### src/hw/rtl/mcm_pkg.sv
package mcm_pkg;

    localparam int COST_W       = 34;
    localparam int STATUS_W     = 2;
    localparam int DIM_PORT_W   = 10;
    localparam int MAX_MATRICES_DEF = 16;
    localparam int DIM_BITS_DEF = 10;

    localparam logic [COST_W-1:0] COST_MAX = '1;

    localparam logic [STATUS_W-1:0] ST_OK    = 2'd0;
    localparam logic [STATUS_W-1:0] ST_SHORT = 2'd1;
    localparam logic [STATUS_W-1:0] ST_OVER  = 2'd2;

    typedef enum logic [3:0] {
        S_IDLE,
        S_DIAG,
        S_LDA,
        S_LDB,
        S_LDC,
        S_K,
        S_DRAIN,
        S_WR,
        S_RES,
        S_OUT
    } mcm_state_t;

    typedef struct packed {
        logic dim_we;
        logic ld_a;
        logic ld_c;
        logic issue;
        logic start_int;
        logic cost_we_diag;
        logic cost_we_best;
        logic load_res;
        logic res_zero;
    } mcm_cmd_t;

    typedef struct packed {
        logic busy;
    } mcm_stat_t;

endpackage

### src/hw/rtl/mcm_ctrl.sv
module mcm_ctrl #(
    parameter int MAX_MATRICES = mcm_pkg::MAX_MATRICES_DEF,
    parameter int XW = $clog2(MAX_MATRICES + 1),
    parameter int DA = $clog2(MAX_MATRICES + 1)
) (
    input  logic                     clk,
    input  logic                     rst_n,
    input  logic                     in_valid,
    output logic                     in_stall,
    input  logic                     last,
    output logic                     out_valid,
    input  logic                     out_stall,
    output logic [mcm_pkg::STATUS_W-1:0] status,
    output mcm_pkg::mcm_cmd_t        cmd,
    input  mcm_pkg::mcm_stat_t       stat,
    output logic [DA-1:0]            dim_waddr,
    output logic [DA-1:0]            dim_raddr,
    output logic [XW-1:0]            i_idx,
    output logic [XW-1:0]            j_idx,
    output logic [XW-1:0]            k_idx
);
    import mcm_pkg::*;

    localparam int NDIMS = MAX_MATRICES + 1;
    localparam int CNT_W = $clog2(NDIMS + 1);

    mcm_state_t state_reg, state_next;
    logic [CNT_W-1:0] cnt_reg, cnt_next;
    logic ovf_reg, ovf_next;
    logic [XW-1:0] nmat_reg, nmat_next;
    logic [XW-1:0] i_reg, i_next, j_reg, j_next, k_reg, k_next, len_reg, len_next;
    logic [STATUS_W-1:0] st_reg, st_next;
    logic zero_reg, zero_next;

    logic accept, room, fin_last;
    logic [CNT_W-1:0] cnt_new;
    logic ovf_new;

    // plain dimensions may keep arriving while a result waits; a chain end waits
    assign in_stall = !((state_reg == S_IDLE) || (state_reg == S_OUT && !last));

    assign accept   = in_valid && !in_stall;
    assign room     = cnt_reg < CNT_W'(NDIMS);
    assign cnt_new  = room ? cnt_reg + CNT_W'(1) : cnt_reg;
    assign ovf_new  = ovf_reg || !room;
    assign fin_last = accept && last;

    // next state
    always_comb
    begin
        state_next = state_reg;
        case (state_reg)
            S_IDLE:
            begin
                if (fin_last)
                begin
                    if (ovf_new || cnt_new < CNT_W'(3))
                        state_next = S_RES;
                    else
                        state_next = S_DIAG;
                end
            end
            S_DIAG:
            begin
                if (i_reg == nmat_reg)
                    state_next = S_LDA;
            end
            S_LDA:   state_next = S_LDB;
            S_LDB:   state_next = S_LDC;
            S_LDC:   state_next = S_K;
            S_K:
            begin
                if (k_reg == j_reg - XW'(1))
                    state_next = S_DRAIN;
            end
            S_DRAIN:
            begin
                if (!stat.busy)
                    state_next = S_WR;
            end
            S_WR:
            begin
                if (j_reg == nmat_reg && len_reg == nmat_reg)
                    state_next = S_RES;
                else
                    state_next = S_LDA;
            end
            S_RES:   state_next = S_OUT;
            S_OUT:
            begin
                if (!out_stall)
                    state_next = S_IDLE;
            end
            default: state_next = S_IDLE;
        endcase
    end

    // counters and loop indices
    always_comb
    begin
        cnt_next  = cnt_reg;
        ovf_next  = ovf_reg;
        nmat_next = nmat_reg;
        i_next    = i_reg;
        j_next    = j_reg;
        k_next    = k_reg;
        len_next  = len_reg;
        st_next   = st_reg;
        zero_next = zero_reg;
        if (accept)
        begin
            cnt_next = cnt_new;
            ovf_next = ovf_new;
        end
        case (state_reg)
            S_IDLE:
            begin
                if (fin_last)
                begin
                    cnt_next  = '0;
                    ovf_next  = 1'b0;
                    nmat_next = XW'(cnt_new - CNT_W'(1));
                    i_next    = XW'(1);
                    if (ovf_new)
                    begin
                        st_next   = ST_OVER;
                        zero_next = 1'b1;
                    end
                    else if (cnt_new < CNT_W'(2))
                    begin
                        st_next   = ST_SHORT;
                        zero_next = 1'b1;
                    end
                    else
                    begin
                        st_next   = ST_OK;
                        // a single matrix costs nothing
                        zero_next = (cnt_new == CNT_W'(2));
                    end
                end
            end
            S_DIAG:
            begin
                if (i_reg == nmat_reg)
                begin
                    len_next = XW'(2);
                    i_next   = XW'(1);
                    j_next   = XW'(2);
                end
                else
                    i_next = i_reg + XW'(1);
            end
            S_LDC:   k_next = i_reg;
            S_K:     k_next = k_reg + XW'(1);
            S_WR:
            begin
                if (j_reg == nmat_reg)
                begin
                    len_next = len_reg + XW'(1);
                    i_next   = XW'(1);
                    j_next   = len_reg + XW'(1);
                end
                else
                begin
                    i_next = i_reg + XW'(1);
                    j_next = j_reg + XW'(1);
                end
            end
            default: ;
        endcase
    end

    // outputs
    always_comb
    begin
        cmd       = '0;
        dim_raddr = DA'(k_reg);
        out_valid = 1'b0;
        case (state_reg)
            S_DIAG:  cmd.cost_we_diag = 1'b1;
            S_LDA:   dim_raddr = DA'(i_reg - XW'(1));
            S_LDB:
            begin
                dim_raddr  = DA'(j_reg);
                cmd.ld_a   = 1'b1;
            end
            S_LDC:
            begin
                cmd.ld_c      = 1'b1;
                cmd.start_int = 1'b1;
            end
            S_K:     cmd.issue = 1'b1;
            S_WR:    cmd.cost_we_best = 1'b1;
            S_RES:
            begin
                cmd.load_res = 1'b1;
                cmd.res_zero = zero_reg;
            end
            S_OUT:   out_valid = 1'b1;
            default: ;
        endcase
        cmd.dim_we = accept && room;
    end

    assign dim_waddr = DA'(cnt_reg);
    assign status    = st_reg;
    assign i_idx     = i_reg;
    assign j_idx     = j_reg;
    assign k_idx     = k_reg;

    always_ff @(posedge clk or negedge rst_n)
    begin
        if (!rst_n)
        begin
            state_reg <= S_IDLE;
            cnt_reg   <= '0;
            ovf_reg   <= 1'b0;
            nmat_reg  <= '0;
            i_reg     <= '0;
            j_reg     <= '0;
            k_reg     <= '0;
            len_reg   <= '0;
            st_reg    <= ST_OK;
            zero_reg  <= 1'b0;
        end
        else
        begin
            state_reg <= state_next;
            cnt_reg   <= cnt_next;
            ovf_reg   <= ovf_next;
            nmat_reg  <= nmat_next;
            i_reg     <= i_next;
            j_reg     <= j_next;
            k_reg     <= k_next;
            len_reg   <= len_next;
            st_reg    <= st_next;
            zero_reg  <= zero_next;
        end
    end

endmodule

### config.mk
export PLATFORM = sky130hd
export DESIGN_NAME = mcm_ctrl
export DESIGN_NICKNAME = d
export VERILOG_FILES = /design/src/hw/rtl/mcm_pkg.sv /design/src/hw/rtl/mcm_ctrl.sv
export SDC_FILE = /design/constraint.sdc
export NUM_CORES = 1
export LEC_CHECK = 0
export CELL_PAD_IN_SITES_DETAIL_PLACEMENT = 1
export CELL_PAD_IN_SITES_GLOBAL_PLACEMENT = 1
export CORE_MARGIN = 10
export CORE_UTILIZATION = 50
export CTS_BUF_LIST = sky130_fd_sc_hd__clkbuf_2 sky130_fd_sc_hd__clkbuf_4 sky130_fd_sc_hd__clkbuf_8
export DETAILED_ROUTE_END_ITERATION = 16
export DONT_BUFFER_PORTS = 1
export PLACE_DENSITY_LB_ADDON = 0.1
export SLEW_MARGIN = 10
export SYNTH_ARGS = -nofsm -noshare
export SYNTH_HDL_FRONTEND = slang
export SYNTH_SLANG_ARGS = --single-unit
### constraint.sdc
create_clock -name clk -period 2.7 [get_ports clk]
set_input_delay 0.54 -clock clk [delete_from_list [all_inputs] [get_ports clk]]
set_output_delay 0.54 -clock clk [all_outputs]
set_load 0.01 [all_outputs]
* After elaboration in Yosys (flattened, before gate mapping)
Cells that the tools add are included.
** Operators by class
- Add/sub/neg operators :: 8
- Order comparisons :: 3
- Reductions and logical operators :: 20
- Equal/unequal tests :: 20
- Muxes and demuxes :: 37
** Operators with widths (number)
- 2-to-1 mux 5 bit :: 10
- case mux 4 bit (10 select lines) :: 1
- case mux 5 bit (2 select lines) :: 4
- 2-to-1 mux 4 bit :: 7
- adder 5 x 1 -> 5 bit (second input constant) :: 5
- == test 5 bit :: 4
- == test 4 x 3 -> 1 bit (second input constant) :: 4
- case mux 5 bit (3 select lines) :: 1
- subtractor 5 x 1 -> 5 bit (second input constant) :: 3
- 2-to-1 mux 1 bit :: 12
- != test 2 bit (second input constant) :: 6
- less-than comparator 5 x 2 -> 1 bit (second input constant) :: 2
- == test 4 x 2 -> 1 bit (second input constant) :: 2
- == test 4 bit (second input constant) :: 2
- AND reduction 2 bit :: 3
- == test 5 x 2 -> 1 bit (second input constant) :: 1
- logical AND 1 bit :: 5
- less-than comparator 5 bit (second input constant) :: 1
- AND reduction 5 bit :: 1
- == test 4 x 1 -> 1 bit (second input constant) :: 1
- logical NOT 4 bit :: 1
- 2-to-1 mux 2 bit :: 2
- nonzero test 2 bit :: 2
- logical NOT 1 bit :: 3
- 3 further kinds :: 5
** Storage, ports and cells
- Output and inout bits :: 38
- Word-level logic and storage cells :: 98
- Flip-flop bits (word level) :: 38
- Bits of input ports :: 6

* Logic depth before layout (Yosys ltp)
Gate-level depths: netlist of the first run.
- Depth in word-level cells :: 7
- Mapped depth :: 8
- Mapped depth without buffers :: 8

* Least setup slack after synthesis of the first run
No wires, ideal clock.
- Path kind :: reg2out
- From :: register i_reg[0] (netlist: i_idx[0])
- To :: output dim_raddr[4]
- Arrival time :: 1.574 ns
- Data required time :: 2.160 ns
- Cell stages (with the launch flop) :: 9
- Path slack :: 0.586 ns
- Buffers on the path :: 1
- Cells stage by stage :: dfrtp_1 > clkbuf_1 > inv_1 > ha_1 > nor3b_1 > xnor2_1 > nor2_1 > a21oi_1 > o21ai_0
** Between the ends
- Longest elaborated chain between the ends :: 2
** Ends and longest elaborated chain
- from (decl) :: line mcm_ctrl.sv:31 : logic [XW-1:0] i_reg, i_next, j_reg, j_next, k_reg, k_next, len_reg, len_next;
- from (signal assigned) :: line mcm_ctrl.sv:232 : i_reg <= i_next;
- subtractor 5 x 1 -> 5 bit :: line mcm_ctrl.sv:181 : S_LDA: dim_raddr = DA'(i_reg - XW'(1));
- case mux 5 bit (2 select lines) :: line mcm_ctrl.sv:179 : case (state_reg)
- to (decl) :: line mcm_ctrl.sv:17 : output logic [DA-1:0] dim_raddr,
Every way passes these cells.

* Worst setup path in the final report of the first run
- From :: register state_reg[2]
- To :: output dim_raddr[2]
** Between the ends
- Longest elaborated chain between the ends :: 2
** Ends and longest elaborated chain
- from (decl) :: line mcm_ctrl.sv:27 : mcm_state_t state_reg, state_next;
- from (signal assigned) :: line mcm_ctrl.sv:228 : state_reg <= state_next;
- == test 4 x 2 -> 1 bit :: line mcm_ctrl.sv:179
- case mux 5 bit (2 select lines) (*) :: line mcm_ctrl.sv:179
Every way passes the cells marked *; elsewhere a longest branch is shown, timed or not.

==> impl_metrics.toml, run 1 <==
[outcome]
status = "completed"

[yosys]
synth-compound-area-share_pct = 17.2
synth-async-reset-ratio_pct = 100
netlist_area_sq_mm = 0.00277
syn_nets = 340
synth_cell_types = 56
postSynthCellCount = 325
synth-seq-cells = 38
synth_xor_area_share_pct = 12.0
synthAdderAreaFrac_pct = 4.07
synth.top_cells.by_area = "dfrtp_1, xor2_1, xnor2_1, nand2_1, ha_1"
ys.flop_type = "dfrtp_1"
synth_warnings = 0
syn_area_per_cell_sq_um = 8.52
yosys.area_share.simple_pct = 23.7
ys_top_cells_by_count = "dfrtp_1, nand2_1, nor2_1, nand3_1, xor2_1"
yosysTopAreaCell = "dfrtp_1"
yosysMostFrequentCell = "dfrtp_1"
yosysSeqAreaShare_pct = 34.3
synth_top_family_by_area = "simple AND/OR/NAND/NOR gates"
synth_edf_count = 0
synthMuxAreaShare_pct = 2.62
synthDominantCellAreaShare_pct = 34.3

[global_route]
grt_max_degree = 39
track_usage_pct = 18.3
grt_pass1_vias = 2446
grt-ovfl-total = 0
grt_pass1_wl_um = 13000
antenna_found_initial = 0

[flow_run]
maxCapViolCount = 0

[die]
core-area_sq_mm = 0.00544
start_util_pct = 50.9
pin_count = 44
dieArea_sq_mm = 0.00892
die_h_um = 94.4
die_x_um = 94.4
row_count = 27

[cts]
post_cts_buffers = 0
numCtsBuffers = 5
post_cts_resize_count = 0
cts_sinks = 38
clk_pin_slew_ns = 0.08
cts_tree = "done"
root_buffer = "clkbuf_8"
h-tree-depth = 2
clkLatencyLatePin_ns = 0.30
hold_buffers = 1
cts_buffer_depth = 2

[power_and_ir_drop]
power_frac_seq_pct = 34.1
comb_power_share_pct = 53.1
power.density_mw_per_mm2 = 1310
vdd_ir_drop_max_mv = 0.541
switchingPower_mw = 1.94
power.share.clock_pct = 12.8
p_leak_nw = 1.32
swShare_pct = 50.3
p_int_mw = 1.91

[drt]
via_per_inst = 5.90
totalWireLength_um = 7820
vias = 2324
drc = 0
wl_per_cell_um = 19.8
drtPass1Iterations = 4
drt_iter0_markers = 75
ant_nets = 0

[worst_setup_path]
cp-startpoint = "state_reg[2]"
rr_worst_depth = 7
cp-start-kind = "flip-flop"
critical_path.endpoint_type = "output pin"
cp.required_ns = 2.16
path_delay_family = "simple AND/OR/NAND/NOR gates"
arrival_ns = 1.86
r2r_end = "state_reg[0]"
crit_chain = "nor2_1 -> nand2_1 -> o21ai_0"
crit_fanout = 13
worstSetupPathType = "reg -> out"
slowest_delay_ns = 0.55
cp.buffers_inverters = 0
r2r_slack_ns = 0.37
crit_slowest_cell = "dfrtp_1"
r2r-start = "j_idx[0]"

[sta]
rsz0062_at_grt = "false"
fin_setup_tns_ns = 0
relSlewSlack_pct = 56.7
hold_viol_final = 0
period_minus_slack_ns = 2.40
final.setup_skew_ns = 0.00557
maxSlewViolCount = 0
finalCritPeriodShare_pct = 89.0
setup_viol = 0
tightestPinTransition_ns = 0.647
fmax_mhz = 416

[place]
io_buffer_count = 0
gp_congestion = 0.820
dp_hpwl_um = 5890

[worst_hold_path]
hold_path.class = "in -> async"

[finish]
utilization_pct = 53.9
syn_to_final_growth_pct = 5.74
fillerInstances = 675
num_antenna_cells = 0
drive_above_1_share_pct = 9.63
finalNetCount = 336
==> power groups by stage <==
stage                     logic (mW)  registers (mW)  clock network (mW)
final                           2.05            1.31               0.491
after floorplan                 1.79            1.06                   0
after detailed placement        2.03            1.33                   0
after CTS                       2.07            1.32               0.501
after global routing            2.32            1.37               0.523
after global placement          1.97            1.32                   0
==> per-stage QoR <==
stage | setup WS, ns | std cells | instance area, sq um | hold WS [ns] | total power, mW
after floorplan | 0.586 | 325 | 2770 | 0.244 | 2.85
after global placement | 0.524 | 385 | 2800 | 0.246 | 3.28
after detailed placement | 0.417 | 385 | 2800 | 0.246 | 3.36
after CTS | 0.283 | 394 | 2930 | 0.0822 | 3.89
after global routing | 0.102 | 394 | 2930 | 0.0823 | 4.21
final | 0.297 | 394 | 2930 | 0.0824 | 3.85
==> cell families (layout without fill, tap and decap cells) <==
family                     after synthesis  in the layout
AOI/OAI and AO/OA                       70             70
xor gates and xnor gates                38             38
adders and majority gates                9              9
buffers and inverters                   33             30
DFF                                     38             38
muxes                                    7              7
and+or+nand+nor                        130            130
==> final cells by class <==
type                       instances  area, sq um  area share [%]
clock buffer                       5         68.8            2.35
timing repair buffer               9         80.1            2.73
clock inverter                     3         40.0            1.37
sequential                        38          951            32.5
multi-input combinational        254         1650            56.3
tap                               72         90.1            3.08
inverter                          13         48.8            1.67
==> how the worst max path moves through the flow <==
stage,end,cells past startpoint
final,dim_raddr[2],3
after global routing,dim_raddr[2],3
after CTS,dim_raddr[2],3
after detailed placement,state_reg[0],7
after global placement,state_reg[0],7
after floorplan,dim_raddr[4],8
==> layer usage <==
layer  global-route usage, %  wire (um)  up-vias
li1                        -          -     1124
met1                    21.5       3320     1144
met2                    31.9       3910       45
met3                    5.39        476       11
met4                    4.43        110        0
met5                       0          0        -
==> layout by cell type, fill, tap and decap left out, types with 4 or more instances in the layout <==
cell | netlist | final
nor3_1 | 11 | 11
nand3_1 | 22 | 22
nand2_1 | 34 | 34
xor2_1 | 22 | 22
inv_1 | 12 | 12
ha_1 | 9 | 9
mux2i_1 | 5 | 5
a21oi_1 | 14 | 14
o21ai_0 | 21 | 21
nor2_1 | 29 | 29
o22ai_1 | 4 | 4
buf_4 | 1 | 8
clkbuf_8 | 0 | 5
and2_1 | 4 | 4
dfrtp_1 | 38 | 38
xnor2_1 | 16 | 16
(Power assumes the default switching activity.)
==> inputs of run 2 (changes only) <==
--- a/config.mk
+++ b/config.mk
@@ -13,6 +13,7 @@
 export DETAILED_ROUTE_END_ITERATION = 16
 export DONT_BUFFER_PORTS = 1
 export PLACE_DENSITY_LB_ADDON = 0.1
+export SETUP_SLACK_MARGIN = 0.3
 export SLEW_MARGIN = 10
 export SYNTH_ARGS = -nofsm -noshare
 export SYNTH_HDL_FRONTEND = slang
==> constraint.sdc (replaced) <==
create_clock -name clk -period 2.5 [get_ports clk]
set_input_delay 0.5 -clock clk [delete_from_list [all_inputs] [get_ports clk]]
set_output_delay 0.5 -clock clk [all_outputs]
set_load 0.01 [all_outputs]
==> impl_metrics.toml, run 2 (synthesis gave the netlist of run 1 again) <==
[outcome]
status = "completed"

[die]
start_util_pct = 50.9
die_x_um = 94.4
core-area_sq_mm = 0.00544
pin_count = 44
row_count = 27
die_h_um = 94.4
dieArea_sq_mm = 0.00892

[place]
io_buffer_count = 0
pre_cts_ws_ns = 0.375
dp_hpwl_um = 5900
gp_congestion = 0.857
place_area_sq_mm = 0.00285

[global_route]
track_usage_pct = 18.0
grt-ovfl-total = 0
antenna_found_initial = 0
grt_max_degree = 39
grt_pass1_wl_um = 12900
grt_pass1_vias = 2445

[worst_setup_path]
cp.required_ns = 2.00
crit_fanout = 10
cp-start-kind = "flip-flop"
critical_path.endpoint_type = "output pin"
arrival_ns = 1.65
worstSetupPathType = "reg -> out"

[finish]
fillerInstances = 663
layout_commonest_cell = "nand2_1"
most-common-layout-cells = "nand2_1, dfrtp_1, nor2_1"
num_antenna_cells = 0
drive_above_1_share_pct = 16.5
syn_to_final_growth_pct = 9.44
finalNetCount = 348
utilization_pct = 55.7
fin_area_sq_mm = 0.00303

[cts]
cts_sinks = 38
clk_pin_slew_ns = 0.08
cts_buffer_depth = 2
cts_tree = "done"
numCtsBuffers = 5
root_buffer = "clkbuf_8"
clkLatencyLatePin_ns = 0.29
h-tree-depth = 2

[drt]
drt_iter0_markers = 78
drc = 0
wl_per_cell_um = 19.8
drtPass1Iterations = 4
vias = 2370
ant_nets = 0
totalWireLength_um = 8010
via_per_inst = 5.85

[sta]
relSlewSlack_pct = 60.8
final.setup_skew_ns = 0.00936
hold_ws_ns = 0.0400
period_minus_slack_ns = 2.15
setup_viol = 0
maxSlewViolCount = 0
rsz0062_at_grt = "true"
finalCritPeriodShare_pct = 86.1
hold_viol_final = 0
fmax_mhz = 464
fin_ws_ns = 0.347
fin_setup_tns_ns = 0
tightestPinTransition_ns = 0.585

[power_and_ir_drop]
power.density_mw_per_mm2 = 1410
p_leak_nw = 1.37
vdd_ir_drop_max_mv = 0.635

[flow_run]
maxCapViolCount = 0

[worst_hold_path]
hold_path.class = "in -> async"
## run 2: changes by cell type in the layout (fill, tap and decap cells not counted), moves of 2 or more
cell and change:
o21ai_0 -5, o21ai_2 +3, o21ai_1 +2, clkbuf_4 +2, dfrtp_2 +7, clkinv_2 -2, buf_4 +11, dfrtp_1 -7
## run 2: repair_timing
action / CTS / global route
endpoints found under the setup margin: 7 / 18
gates resized for setup: 7 / 12
buffers inserted: 0 / 5
hold buffers: 1 / 0
pin swaps: 0 / 1
endpoints found under the hold margin: 38 / 0
## run 2: worst paths after layout
| kind | cells past startpoint | from | to | slack [ns] |
|---|---|---|---|---|
| max | 3 | state_reg[0] | cmd[8] | 0.35 |
| min | 1 | rst_n | k_idx[4] | 0.04 |
| max reg2reg | 7 | dim_waddr[3] | nmat_reg[2] | 0.45 |
| min reg2reg | 1 | zero_reg | zero_reg | 0.51 |
| max in group asynchronous | 1 | rst_n | j_idx[3] | 2.21 |
| min in group clk | 2 | out_stall | state_reg[3] | 0.40 |
## run 2: area by class of cell
class	count	area (sq um)	share of cell area, %
sequential	38	960	31.7
inverter	13	48.8	1.61
tap	72	90.1	2.97
timing repair buffer	21	168	5.53
clock buffer	7	83.8	2.77
multi-input combinational	254	1680	55.5
## run 2: worst max-delay path, cell delays in order (launching register included)
cell	delay, ns
dfrtp_2	0.47
or2_1	0.30
a2111oi_4	0.37
and2_4	0.23
## run 2: layer usage
metal | wire length [um] | GRT usage, %
met5 | 0 | 0
met4 | 67 | 3.54
met3 | 499 | 5.00
met2 | 4000 | 30.4
met1 | 3450 | 22.3
## run 2: report_power, final
part | switching (mW) | total, mW | internal (mW)
sequential | 0.495 | 1.35 | 0.850
combinational | 1.44 | 2.49 | 1.05
clock | 0.216 | 0.430 | 0.214
total | 2.15 | 4.26 | 2.11
## run 2: stage by stage
stage	std cells	power (mW)
floorplan	325	3.08
global placement	392	3.64
detailed placement	392	3.71
CTS	400	4.19
global route	405	4.65
finish	405	4.26
